==> config.mk <==
export PLATFORM = sky130hd
export DESIGN_NAME = distance_vector_route_table_core
export DESIGN_NICKNAME = d
export VERILOG_FILES = /design/src/hdl/dvrt_pkg.sv /design/src/hdl/dvrt_table.sv /design/src/hdl/dvrt_seq.sv /design/src/hdl/distance_vector_route_table_core.sv
export SDC_FILE = /design/constraint.sdc
export NUM_CORES = 2
export LEC_CHECK = 0
export ABC_AREA = 1
export ABC_CLOCK_PERIOD_IN_PS = 17200
export BUFFER_PORTS_ARGS = -buffer_cell sky130_fd_sc_hd__buf_2
export CAP_MARGIN = 0
export CORE_MARGIN = 1.5
export CORE_UTILIZATION = 55
export CTS_CLUSTER_SIZE = 25
export DETAILED_ROUTE_END_ITERATION = 10
export PLACE_DENSITY = 0.73
export SKIP_LAST_GASP = 1
export SYNTH_ARGS = -nofsm -noshare
export SYNTH_HDL_FRONTEND = slang
export SYNTH_SLANG_ARGS = --single-unit
==> constraint.sdc <==
create_clock -name clock -period 17.2 [get_ports clock]
set_clock_uncertainty 0.2 [all_clocks]
set_input_delay 4.3 -clock clock [delete_from_list [all_inputs] [get_ports clock]]
set_output_delay 4.3 -clock clock [all_outputs]
set_load 0.02 [all_outputs]
==> src/hdl/dvrt_pkg.sv <==
// ----------------------------------------------------------------------------
// dvrt_pkg
// Shared types and constants for the distance-vector route table core:
// request and result layouts, table entry layout, status codes and states.
// ----------------------------------------------------------------------------
package dvrt_pkg;

   // table geometry
   localparam int TABLE_ENTRIES = 16;
   localparam int IDX_W         = $clog2(TABLE_ENTRIES);
   localparam int CNT_W         = $clog2(TABLE_ENTRIES + 1);

   // configuration
   localparam int CSR_IDX_W = 1;
   localparam int CSR_DATA_W = 32;
   localparam logic [CSR_IDX_W-1:0] CSR_OWN_ADDRESS    = 1'd0;
   localparam logic [CSR_IDX_W-1:0] CSR_UNREACH_COST   = 1'd1;
   localparam logic [15:0]          DEFAULT_UNREACH_COST = 16'd10000;

   // request modes
   localparam logic [1:0] MODE_LINK   = 2'd0;
   localparam logic [1:0] MODE_ADVERT = 2'd1;
   localparam logic [1:0] MODE_LIST   = 2'd2;

   typedef enum logic [2:0] {
      STAT_LOADED     = 3'd0,
      STAT_FULL       = 3'd1,
      STAT_UPDATED    = 3'd2,
      STAT_NOT_BETTER = 3'd3,
      STAT_NO_DEST    = 3'd4,
      STAT_NO_NBR     = 3'd5,
      STAT_LISTED     = 3'd6,
      STAT_EMPTY      = 3'd7
   } status_type;

   typedef enum logic [2:0] {
      S_IDLE,
      S_DIRECT,
      S_REM_A,
      S_REM_B,
      S_ADV_D,
      S_ADV_N,
      S_LIST
   } state_type;

   typedef struct packed {
      logic [1:0]  mode;
      logic [31:0] addr_a;
      logic [31:0] addr_b;
      logic [15:0] link_cost;
   } req_type;

   typedef struct packed {
      status_type  status;
      logic [31:0] entry_dest;
      logic [31:0] entry_hop;
      logic        hop_known;
      logic [15:0] entry_cost;
      logic        is_neighbour;
      logic        last;
   } rsp_type;

   typedef struct packed {
      logic [31:0] dest;
      logic [31:0] hop;
      logic        hop_known;
      logic [15:0] cost;
   } entry_type;

   typedef struct packed {
      logic             en;
      logic [IDX_W-1:0] addr;
      entry_type        entry;
   } tbl_wr_type;

endpackage

==> src/hdl/dvrt_table.sv <==
// ----------------------------------------------------------------------------
// dvrt_table
// Route entry store: one write port and one registered read port.
// ----------------------------------------------------------------------------
module dvrt_table (
   input  logic                         clock,
   input  dvrt_pkg::tbl_wr_type         wr,
   input  logic [dvrt_pkg::IDX_W-1:0]   rd_addr,
   output dvrt_pkg::entry_type          rd_data
);
   import dvrt_pkg::*;

   entry_type mem_ff [TABLE_ENTRIES];
   entry_type rd_data_ff;

   // write one entry, read one entry per cycle
   always_ff @(posedge clock) begin
      if (wr.en) begin
         mem_ff[wr.addr] <= wr.entry;
      end
      rd_data_ff <= mem_ff[rd_addr];
   end

   assign rd_data = rd_data_ff;

endmodule

==> src/hdl/dvrt_seq.sv <==
// ----------------------------------------------------------------------------
// dvrt_seq
// Request sequencer: scans the table one entry per cycle through a single
// address comparator, then inserts, updates or reports under a small FSM.
// ----------------------------------------------------------------------------
module dvrt_seq (
   input  logic                        clock,
   input  logic                        reset,
   input  logic                        start,
   output logic                        busy,
   input  dvrt_pkg::req_type           req_data,
   input  logic [31:0]                 own_addr,
   input  logic [15:0]                 unreach_cost,
   output logic                        rsp_strobe,
   output dvrt_pkg::rsp_type           rsp_data,
   output dvrt_pkg::tbl_wr_type        tbl_wr,
   output logic [dvrt_pkg::IDX_W-1:0]  rd_addr,
   input  dvrt_pkg::entry_type         rd_data
);
   import dvrt_pkg::*;

   // build a result from a table entry
   function automatic rsp_type rsp_from_entry(status_type s, entry_type e, logic l);
      rsp_type r;
      r.status       = s;
      r.entry_dest   = e.dest;
      r.entry_hop    = e.hop_known ? e.hop : 32'd0;
      r.hop_known    = e.hop_known;
      r.entry_cost   = e.cost;
      r.is_neighbour = e.hop_known && (e.hop == e.dest);
      r.last         = l;
      return r;
   endfunction

   // build a result that carries only an address
   function automatic rsp_type rsp_from_addr(status_type s, logic [31:0] a, logic l);
      rsp_type r;
      r.status       = s;
      r.entry_dest   = a;
      r.entry_hop    = 32'd0;
      r.hop_known    = 1'b0;
      r.entry_cost   = 16'd0;
      r.is_neighbour = 1'b0;
      r.last         = l;
      return r;
   endfunction

   state_type        state_ff, state_in;
   logic [31:0]      key_ff, key_in;
   logic [31:0]      b_ff, b_in;
   logic [15:0]      c_ff, c_in;
   logic [CNT_W-1:0] count_ff, count_in;
   logic [CNT_W-1:0] scan_idx_ff, scan_idx_in;
   logic             pend_ff, pend_in;
   logic [IDX_W-1:0] pend_idx_ff, pend_idx_in;
   logic [IDX_W-1:0] d_idx_ff, d_idx_in;
   entry_type        d_entry_ff, d_entry_in;
   logic             rsp_strobe_ff, rsp_strobe_in;
   rsp_type          rsp_data_ff, rsp_data_in;

   logic        issue;
   logic        hit;
   logic        miss;
   logic        room;
   logic        list_last;
   logic [16:0] sum;

   // shared scan: one read issued and one address compared per cycle
   assign issue     = (state_ff != S_IDLE) && (scan_idx_ff < count_ff);
   assign hit       = pend_ff && (rd_data.dest == key_ff);
   assign miss      = !issue && !hit;
   assign room      = (count_ff != CNT_W'(TABLE_ENTRIES));
   assign list_last = ((CNT_W'(pend_idx_ff) + CNT_W'(1)) == count_ff);
   assign sum       = {1'b0, rd_data.cost} + {1'b0, c_ff};
   assign rd_addr   = scan_idx_ff[IDX_W-1:0];

   always_ff @(posedge clock) begin
      if (reset) begin
         state_ff      <= S_IDLE;
         count_ff      <= '0;
         scan_idx_ff   <= '0;
         pend_ff       <= 1'b0;
         rsp_strobe_ff <= 1'b0;
      end else begin
         state_ff      <= state_in;
         count_ff      <= count_in;
         scan_idx_ff   <= scan_idx_in;
         pend_ff       <= pend_in;
         rsp_strobe_ff <= rsp_strobe_in;
      end
      key_ff      <= key_in;
      b_ff        <= b_in;
      c_ff        <= c_in;
      pend_idx_ff <= pend_idx_in;
      d_idx_ff    <= d_idx_in;
      d_entry_ff  <= d_entry_in;
      rsp_data_ff <= rsp_data_in;
   end

   always_comb begin
      entry_type ent;
      ent           = '0;
      state_in      = state_ff;
      key_in        = key_ff;
      b_in          = b_ff;
      c_in          = c_ff;
      count_in      = count_ff;
      d_idx_in      = d_idx_ff;
      d_entry_in    = d_entry_ff;
      scan_idx_in   = scan_idx_ff + CNT_W'(issue);
      pend_in       = issue;
      pend_idx_in   = scan_idx_ff[IDX_W-1:0];
      rsp_strobe_in = 1'b0;
      rsp_data_in   = rsp_data_ff;
      tbl_wr        = '0;

      unique case (state_ff)
         S_IDLE: begin
            scan_idx_in = '0;
            pend_in     = 1'b0;
            if (start) begin
               b_in = req_data.addr_b;
               c_in = req_data.link_cost;
               key_in = req_data.addr_a;
               priority case (req_data.mode)
                  MODE_LINK: begin
                     priority if (req_data.addr_a == own_addr) begin
                        key_in   = req_data.addr_b;
                        state_in = S_DIRECT;
                     end else if (req_data.addr_b == own_addr) begin
                        state_in = S_DIRECT;
                     end else begin
                        state_in = S_REM_A;
                     end
                  end
                  MODE_ADVERT: begin
                     state_in = S_ADV_D;
                  end
                  MODE_LIST: begin
                     if (count_ff == '0) begin
                        rsp_strobe_in = 1'b1;
                        rsp_data_in   = rsp_from_addr(STAT_EMPTY, 32'd0, 1'b1);
                     end else begin
                        state_in = S_LIST;
                     end
                  end
                  default: begin
                     // drop the unused mode
                     state_in = S_IDLE;
                  end
               endcase
            end
         end

         // link to this node: overwrite or append the neighbour entry, or report a full table
         S_DIRECT: begin
            ent = '{dest: key_ff, hop: key_ff, hop_known: 1'b1, cost: c_ff};
            if (hit || miss) begin
               state_in      = S_IDLE;
               scan_idx_in   = '0;
               pend_in       = 1'b0;
               rsp_strobe_in = 1'b1;
               if (hit) begin
                  tbl_wr      = '{en: 1'b1, addr: pend_idx_ff, entry: ent};
                  rsp_data_in = rsp_from_entry(STAT_LOADED, ent, 1'b1);
               end else if (room) begin
                  tbl_wr      = '{en: 1'b1, addr: count_ff[IDX_W-1:0], entry: ent};
                  count_in    = count_ff + CNT_W'(1);
                  rsp_data_in = rsp_from_entry(STAT_LOADED, ent, 1'b1);
               end else begin
                  rsp_data_in = rsp_from_addr(STAT_FULL, key_ff, 1'b1);
               end
            end
         end

         // remote link ends: add each end if absent, or report a full table
         S_REM_A, S_REM_B: begin
            ent = '{dest: key_ff, hop: 32'd0, hop_known: 1'b0, cost: unreach_cost};
            if (hit || miss) begin
               scan_idx_in   = '0;
               pend_in       = 1'b0;
               rsp_strobe_in = 1'b1;
               if (hit) begin
                  rsp_data_in = rsp_from_entry(STAT_LOADED, rd_data, state_ff == S_REM_B);
               end else if (room) begin
                  tbl_wr      = '{en: 1'b1, addr: count_ff[IDX_W-1:0], entry: ent};
                  count_in    = count_ff + CNT_W'(1);
                  rsp_data_in = rsp_from_entry(STAT_LOADED, ent, state_ff == S_REM_B);
               end else begin
                  rsp_data_in = rsp_from_addr(STAT_FULL, key_ff, state_ff == S_REM_B);
               end
               if (state_ff == S_REM_A) begin
                  key_in   = b_ff;
                  state_in = S_REM_B;
               end else begin
                  state_in = S_IDLE;
               end
            end
         end

         // advertisement: find the destination first
         S_ADV_D: begin
            if (hit) begin
               d_idx_in    = pend_idx_ff;
               d_entry_in  = rd_data;
               key_in      = b_ff;
               state_in    = S_ADV_N;
               scan_idx_in = '0;
               pend_in     = 1'b0;
            end else if (miss) begin
               state_in      = S_IDLE;
               scan_idx_in   = '0;
               pend_in       = 1'b0;
               rsp_strobe_in = 1'b1;
               rsp_data_in   = rsp_from_addr(STAT_NO_DEST, key_ff, 1'b1);
            end
         end

         // advertisement: find the neighbour, then compare costs
         S_ADV_N: begin
            ent = '{dest: d_entry_ff.dest, hop: b_ff, hop_known: 1'b1, cost: sum[15:0]};
            if (hit || miss) begin
               state_in      = S_IDLE;
               scan_idx_in   = '0;
               pend_in       = 1'b0;
               rsp_strobe_in = 1'b1;
               if (miss) begin
                  rsp_data_in = rsp_from_entry(STAT_NO_NBR, d_entry_ff, 1'b1);
               end else if (sum < {1'b0, d_entry_ff.cost}) begin
                  tbl_wr      = '{en: 1'b1, addr: d_idx_ff, entry: ent};
                  rsp_data_in = rsp_from_entry(STAT_UPDATED, ent, 1'b1);
               end else begin
                  rsp_data_in = rsp_from_entry(STAT_NOT_BETTER, d_entry_ff, 1'b1);
               end
            end
         end

         // listing: report each used entry as its read returns
         S_LIST: begin
            if (pend_ff) begin
               rsp_strobe_in = 1'b1;
               rsp_data_in   = rsp_from_entry(STAT_LISTED, rd_data, list_last);
               if (list_last) begin
                  state_in    = S_IDLE;
                  scan_idx_in = '0;
                  pend_in     = 1'b0;
               end
            end
         end

         default: begin
            state_in = S_IDLE;
         end
      endcase
   end

   assign busy       = (state_ff != S_IDLE);
   assign rsp_strobe = rsp_strobe_ff;
   assign rsp_data   = rsp_data_ff;

endmodule

==> src/hdl/distance_vector_route_table_core.sv <==
// ----------------------------------------------------------------------------
// distance_vector_route_table_core
// Distance-vector route table with link loading, advertisement update and
// table listing.
// ----------------------------------------------------------------------------
// A request is taken when start is high and busy is low. A listing of an empty
// table and a request of the unused mode are settled in the cycle that takes
// them, so busy does not rise for them; for any other request busy stays high
// until its last result has been decided. Every result is shown on rsp_data
// for exactly one cycle with rsp_strobe high, one cycle after it is decided,
// and cannot be held off, so the receiver must take it at once. Each table
// search reads the entries in use in order, one entry per cycle, through the
// one registered read port and one address comparator. A link to this node
// takes one search; an advertisement takes one search for the destination
// and, when it is found, a second for the neighbour; a link between two other
// nodes takes two searches, the second over one more entry when the first end
// was added; a listing reads every entry in use. There is no clearing pass
// after reset: entries are used in order and only those below the fill count
// are read. Configuration registers are written through csr_we, csr_index and
// csr_wdata while busy is low, which the user must ensure; the block does not.
// ----------------------------------------------------------------------------
module distance_vector_route_table_core (
   input  logic                             clock,
   input  logic                             reset,
   input  logic                             start,
   output logic                             busy,
   input  dvrt_pkg::req_type                req_data,
   output logic                             rsp_strobe,
   output dvrt_pkg::rsp_type                rsp_data,
   input  logic                             csr_we,
   input  logic [dvrt_pkg::CSR_IDX_W-1:0]   csr_index,
   input  logic [dvrt_pkg::CSR_DATA_W-1:0]  csr_wdata
);
   import dvrt_pkg::*;

   logic [31:0] own_addr_ff;
   logic [15:0] unreach_cost_ff;

   tbl_wr_type       tbl_wr;
   logic [IDX_W-1:0] rd_addr;
   entry_type        rd_data;

   // hold the configuration registers
   always_ff @(posedge clock) begin
      if (reset) begin
         own_addr_ff     <= 32'd0;
         unreach_cost_ff <= DEFAULT_UNREACH_COST;
      end else if (csr_we) begin
         unique case (csr_index)
            CSR_OWN_ADDRESS:  own_addr_ff     <= csr_wdata[31:0];
            CSR_UNREACH_COST: unreach_cost_ff <= csr_wdata[15:0];
            default:          own_addr_ff     <= own_addr_ff;
         endcase
      end
   end

   dvrt_seq u_seq (
      .clock        (clock),
      .reset        (reset),
      .start        (start),
      .busy         (busy),
      .req_data     (req_data),
      .own_addr     (own_addr_ff),
      .unreach_cost (unreach_cost_ff),
      .rsp_strobe   (rsp_strobe),
      .rsp_data     (rsp_data),
      .tbl_wr       (tbl_wr),
      .rd_addr      (rd_addr),
      .rd_data      (rd_data)
   );

   dvrt_table u_table (
      .clock   (clock),
      .wr      (tbl_wr),
      .rd_addr (rd_addr),
      .rd_data (rd_data)
   );

endmodule
# ---- Word-level counts from Yosys, hierarchy flattened
# Memory sizes are Yosys's and may differ from the RTL's. A register that Yosys moved wholly into a read port is not among the register bits.
# Index checks and enable logic that the tools add are counted.
dict set report op_classes {
  add_sub_neg 4
  multipliers 0
  div 0
  n_lt_le_gt_ge 2
  eq_ne 31
  n_shift 0
  muxes 70
  bitwise_logic 2
  n_reduce_logical 26
}
# cell n
set op_table {}
lappend op_table {{86-bit 2-to-1 mux} 21}
lappend op_table {{86-bit one-hot mux with 6 select lines} 1}
lappend op_table {{86-bit one-hot mux with 3 select lines} 1}
lappend op_table {{32-bit 2-to-1 mux} 8}
lappend op_table {{84-bit 2-to-1 mux} 3}
lappend op_table {{32-bit equality test} 6}
lappend op_table {{32-bit one-hot mux with 3 select lines} 1}
lappend op_table {{3-bit 2-to-1 mux} 9}
lappend op_table {{5-bit 2-to-1 mux} 5}
lappend op_table {{2-bit by 1-bit inequality test with 1-bit output, second input constant} 10}
lappend op_table {{5-bit one-hot mux with 4 select lines} 1}
lappend op_table {{16-bit by 16-bit adder with 17-bit output} 1}
lappend op_table {{17-bit by 16-bit less-than comparator with 1-bit output} 1}
lappend op_table {{3-bit one-hot mux with 5 select lines} 1}
lappend op_table {{1-bit 2-to-1 mux} 14}
lappend op_table {{10-bit AND reduction} 1}
lappend op_table {{3-bit equality test, second input constant} 3}
lappend op_table {{3-bit one-hot mux with 3 select lines} 1}
lappend op_table {{1-bit one-hot mux with 4 select lines} 2}
lappend op_table {{2-bit AND reduction} 4}
lappend op_table {{7-bit AND reduction} 1}
lappend op_table {{3-bit by 2-bit equality test with 1-bit output, second input constant} 2}
lappend op_table {{2-bit inequality test, second input constant} 3}
lappend op_table {{3-bit nonzero test} 2}
lappend op_table {{25 further kinds} 33}
dict set report totals {
  regBits 318
  latch_bits 0
  mem_bits_rw 1296
  mem_bits_ro 0
  in_bits 119
  out_inout_bits 88
  wordCells 159
  n_memories 1
}
# memory words width read_ports rd_ports_with_merged_regs write_ports line_no
set mem_list {}
lappend mem_list {u_table.mem_ff 16 81 1 1 1 dvrt_table.sv:13} ;# entry_type mem_ff [TABLE_ENTRIES];

# ---- Depth between registers and ports, before layout
dict set report depth {
  word_depth 9
  mapped_depth 28
  mapped_depth_nobuf 27
}

# ---- Cells and area by module
# From an unflattened synthesis, not the netlist that was laid out.
dict set report hier_totals {
  cells_unflattened 7683
  hier_area_um2 76345.7
}
# module n_inst cells_each area_per_inst_um2 seq_area_each_um2
set modules_own_cells {}
lappend modules_own_cells {dvrt_table 1 5321 57341.2 40538.9}
lappend modules_own_cells {dvrt_seq 1 2083 16992.5 7917.6}
lappend modules_own_cells {distance_vector_route_table_core 1 279 2011.9 960.9}

# ---- Worst setup path after synthesis
# Ideal clock, no wire load.
dict set report synth_path {
  kind {input to register}
  start {input port start}
  end {register u_seq.rsp_data_ff (netlist bit u_seq.rsp_data[0]), enable pin}
  setup_time_ps 464
  arrival_time_ps 8588
  required_time_ps 16536
  slack_ps 7948
  path_stages 4
  path_buffers 0
  path_cell_list {inv_1 nor2_1 nand3_1 nand4_1}
}
dict set report synth_between {
  elab_chain_len 2
}
# item line_no
set synth_rtl {}
lappend synth_rtl {{start, declared} distance_vector_route_table_core.sv:25} ;# input logic start,
lappend synth_rtl {{2-bit inequality test (no line)} --}
lappend synth_rtl {{10-bit AND reduction (no line)} --}
lappend synth_rtl {{end signal, assigned} dvrt_seq.sv:97} ;# rsp_data_ff <= rsp_data_in;
lappend synth_rtl {{end, declared} dvrt_seq.sv:59} ;# rsp_type rsp_data_ff, rsp_data_in;
# Every way passes these cells.
# A chain may end at the register's enable or synchronous reset.

# ---- Worst setup path in the final report
dict set report layout_path {
  start {register u_seq.state_ff[2]}
  end {output port busy}
}
dict set report layout_between {
  elab_chain_len 1
}
# item line_no
set layout_rtl {}
lappend layout_rtl {{start, declared} dvrt_seq.sv:48} ;# state_type state_ff, state_in;
lappend layout_rtl {{start signal, assigned} dvrt_seq.sv:85} ;# state_ff <= state_in;
lappend layout_rtl {{3-bit nonzero test} dvrt_seq.sv:257} ;# assign busy = (state_ff != S_IDLE);
lappend layout_rtl {{end, declared} distance_vector_route_table_core.sv:26} ;# output logic busy,
# Every way passes these cells.

==> reports/metrics.csv <==
stage;metric;value;unit
setup_path;Setup crit start kind;register;
timing;Slew Limit Fails;0;
synthesis;average instance area after synthesis;12.79;sq um
drt;drt via density;6.176;
die;number of placed I/O pins;207;
timing;unrepaired setup endpoints after global routing;no;
drt;routed len/inst;26.89;um
placed_design;post-detail-place hpwl;122.4;mm
final_layout;share of post-route cells with drive strength above 1;11.85;%
setup_path;category of the critical setup timing path;register to primary output;
global_routing;global route total overflow;0;
pwr;relative contribution of combinational cells to total power;21.7;%
synthesis;post-synthesis instance area;70840;sq um
synthesis;gate count of the mapped netlist;5537;
setup_path;Critical Path AT;1.98;ns
synthesis;number of flip-flops and latches in the synthesized netlist;1695;
pwr;ratio of total power to cell area;147.9;nW/um^2
final_layout;number of nets in the finished design;5873;
timing;Peak Freq;0.1544;GHz
synthesis;number of flops mapped to enable cells by yosys;1547;
global_routing;Total Routing Usage GR;30.57;%
die;FP Rows;131;
final_layout;multi-input gate area in the final layout;18080;sq um
global_routing;number of antenna violations at the first check in global routing;10;
timing;least setup slack across all paths after layout;10.72;ns
drt;remaining antenna violation count;0;
run_status;run status;complete, no violations;
cts;root buffer cell;sky130_fd_sc_hd__clkbuf_16;
cts;clock-pin slew of the registers on the worst-case setup and hold paths;0.06;ns
global_routing;largest net degree at the start of global routing;214;
die;height of the die;361.9;um
final_layout;layout overhead on the synthesized area;11.42;%
pwr;Lkg Pwr;27.37;nW
final_layout;number of filler instances in the final layout;9492;
synthesis;dominant synthesized flop cell;sky130_fd_sc_hd__edfxtp_1;
cts;clock buffer depth;3;
global_routing;wire length of the first global-routing pass;293.7;mm
setup_path;worst-path maximum fanout;7;
die;initial core utilization;55.48;%
cts;number of buffers added by the clock tree synthesis step;165;
timing;share of the clock period used by the worst path;37.66;%
timing;slew at the pin with the worst max-slew slack;1.413;ns
drt;length of the first detailed-routing pass in iterations;6;
timing;aggregate negative setup slack;0;ns
synthesis;fraction of synthesis flops using an asynchronous set or reset pin;0;%
cts;CTS-repair resized insts;0;
cts;TritonCTS sink count;1695;
timing;endpoints failing setup;0;
cts;number of hold buffers added after cts;0;
drt;number of violations reported at the end of detailed-routing iteration 0;6693;
setup_path;required time at the endpoint of the critical path;12.70;ns
die;horizontal die dimension;361.9;um
drt;DRC errors left;0;
pwr;Clk pwr share;29.9;%
drt;wire length after detailed routing;202.0;mm
cts;clock tree from TritonCTS;built;
pwr;net load switching power;3.754;mW
final_layout;final instance count without filler cells;7512;
die;die outline area;131000;sq um
global_routing;vias in the first global route;44110;
timing;Final Hold Viols;0;
placed_design;final RePlAce weighted congestion;1.029;
synthesis;yosys warns;0;
final_layout;FF+latch area;49430;sq um
timing;relative slew slack;5.830;%
placed_design;cell count after placement;7206;
cts;clock latency at the later pin of the worst-skew pair;0.80;ns
job;number of max-capacitance violations reported;0;
pwr;Sequential Power Share;48.4;%
cts;number of levels the H-tree was split into;4;
placed_design;count of port buffers added during placement;206;
drt;routed vias;46390;
synthesis;sequential area share after synthesis;69.76;%
cts;number of buffers inserted by post-CTS setup repair;0;
pwr;Net Sw Frac;32.16;%
pwr;Pint;7.918;mW
setup_path;Crit. End Element;primary output;
die;Placeable Area;127700;sq um
placed_design;pre-CTS WS;10.17;ns
worst_hold_path;path type of the worst min-delay path;register to register;
synthesis;Net Count, Synth;5699;
pwr;Worst VDD drop;0.1395;mV
synthesis;number of distinct library cell variants in the gate-level netlist after synthesis;52;
timing;minimum clock period after layout;6.477;ns
[final timing paths]
check,from,to,slack (ns),cells after the start
setup / recovery,u_seq.state_ff[2],busy,10.72,3
hold / removal,u_table.rd_data[16],u_seq.d_entry_ff[16],0.25,0
setup reg to reg,u_table.rd_data[0],u_table.mem_ff[8][37],10.83,22
hold reg to reg,u_table.rd_data[16],u_seq.d_entry_ff[16],0.25,0
[registers in the layout, summed over array words and instances, names as in the netlist]
register,count
own_addr_ff,32
u_seq.b_ff,32
u_seq.c_ff,16
u_seq.count_ff,5
u_seq.d_entry_ff,81
u_seq.d_idx_ff,4
u_seq.key_ff,32
u_seq.pend_ff,1
u_seq.pend_idx_ff,4
u_seq.rsp_data,86
u_seq.rsp_strobe,1
u_seq.scan_idx_ff,5
u_seq.state_ff,3
u_table.mem_ff,1296
u_table.rd_data,81
unreach_cost_ff,16
[metrics by stage]
stage	area [sq um]	hold slack, ns	power (mW)	util, %
after CTS	78910	0.2411	11.63	61.80
after global routing	78920	0.2509	12.06	61.81
after global placement	73690	0.2160	8.133	57.71
final	78930	0.2453	11.67	61.82
after detailed placement	73690	0.2263	8.174	57.71
after floorplan	70840	0.1519	7.039	-
[final cells by class]
cell class | count | share of cell area, %
repair buffers | 309 | 2.302
multi-input cells | 2933 | 22.90
diodes | 3 | 0.009511
flip-flops and latches | 1695 | 62.63
well taps | 1662 | 2.635
clock buffers | 233 | 5.879
clock inverters | 70 | 0.7308
inverters | 607 | 2.915
[power by group through the flow]
| stage | clock, mW | combinational [mW] | sequential, mW |
|---|---|---|---|
| 6_report | 3.49 | 2.53 | 5.64 |
| 3_5_place_dp | 0 | 2.47 | 5.70 |
| 2_1_floorplan | 0 | 1.33 | 5.71 |
| 5_1_grt | 3.68 | 2.72 | 5.66 |
| 4_1_cts | 3.52 | 2.48 | 5.62 |
| 3_3_place_gp | 0 | 2.44 | 5.70 |
[per-layer routing]
metal / share of wire (%) / vias to the layer above / track usage (%)
met4: 3.1 / 8 / 10.19
met2: 45 / 2613 / 46.59
li1: - / 20550 / -
met3: 11 / 346 / 6.292
met5: 0.049 / - / 0
met1: 41 / 22880 / 44.11
[cells in the final DEF, fill, tap and decap left out, drive strengths merged, types with 9 or more instances in the layout]
cell type  count
nor3          15
o22ai        106
o211ai       350
nand3        175
buf          309
xor2          71
mux2i        324
nand4         36
clkbuf       233
clkinv        57
edfxtp      1547
nor2         248
a21oi        379
nand2        456
o221ai        28
xnor2         66
ha            42
a221oi         9
dfxtp        148
inv          610
nor4          13
o21ai        554
or2           23
[Yosys cell counts, types with 6 or more instances]
library cell,instances,area (sq um)
sky130_fd_sc_hd__nor4_1,13,81.33
sky130_fd_sc_hd__mux2i_1,324,3243
sky130_fd_sc_hd__xnor2_1,66,578.1
sky130_fd_sc_hd__dfxtp_1,148,2963
sky130_fd_sc_hd__a221oi_1,9,78.83
sky130_fd_sc_hd__buf_1,30,112.6
sky130_fd_sc_hd__nand2_1,452,1697
sky130_fd_sc_hd__inv_2,47,176.4
sky130_fd_sc_hd__o22ai_2,29,362.9
sky130_fd_sc_hd__clkbuf_1,206,773.2
sky130_fd_sc_hd__inv_1,556,2087
sky130_fd_sc_hd__a211oi_1,6,45.04
sky130_fd_sc_hd__nand3_1,175,875.8
sky130_fd_sc_hd__ha_1,42,525.5
sky130_fd_sc_hd__nor3_1,15,75.07
sky130_fd_sc_hd__o211ai_1,350,2628
sky130_fd_sc_hd__nor2_1,240,900.9
sky130_fd_sc_hd__nand4_1,34,212.7
sky130_fd_sc_hd__o22ai_1,77,481.7
sky130_fd_sc_hd__o21ai_0,546,2733
sky130_fd_sc_hd__edfxtp_1,1547,46450
sky130_fd_sc_hd__xor2_1,71,621.9
sky130_fd_sc_hd__a21oi_1,377,1887
sky130_fd_sc_hd__o21ai_1,7,35.03
sky130_fd_sc_hd__or2_2,23,143.9
sky130_fd_sc_hd__buf_2,57,285.3
sky130_fd_sc_hd__o221ai_1,28,245.2
[critical path, stage by stage, from the launching register on]
cell and delay, ns:
sky130_fd_sc_hd__dfxtp_1 0.44, sky130_fd_sc_hd__inv_1 0.10, sky130_fd_sc_hd__nand2_1 0.37, sky130_fd_sc_hd__buf_2 0.26
[logic make-up after synthesis]
group | count (synthesis) | share of synthesized area [%]
flops | 1695 | 69.76
compound gates | 1454 | 12.29
simple gates | 975 | 5.910
buf+inv | 909 | 4.995
mux | 324 | 4.578
xor+xnor | 137 | 1.694
fa+ha+maj | 43 | 0.7701
(Power assumes the default switching activity.)
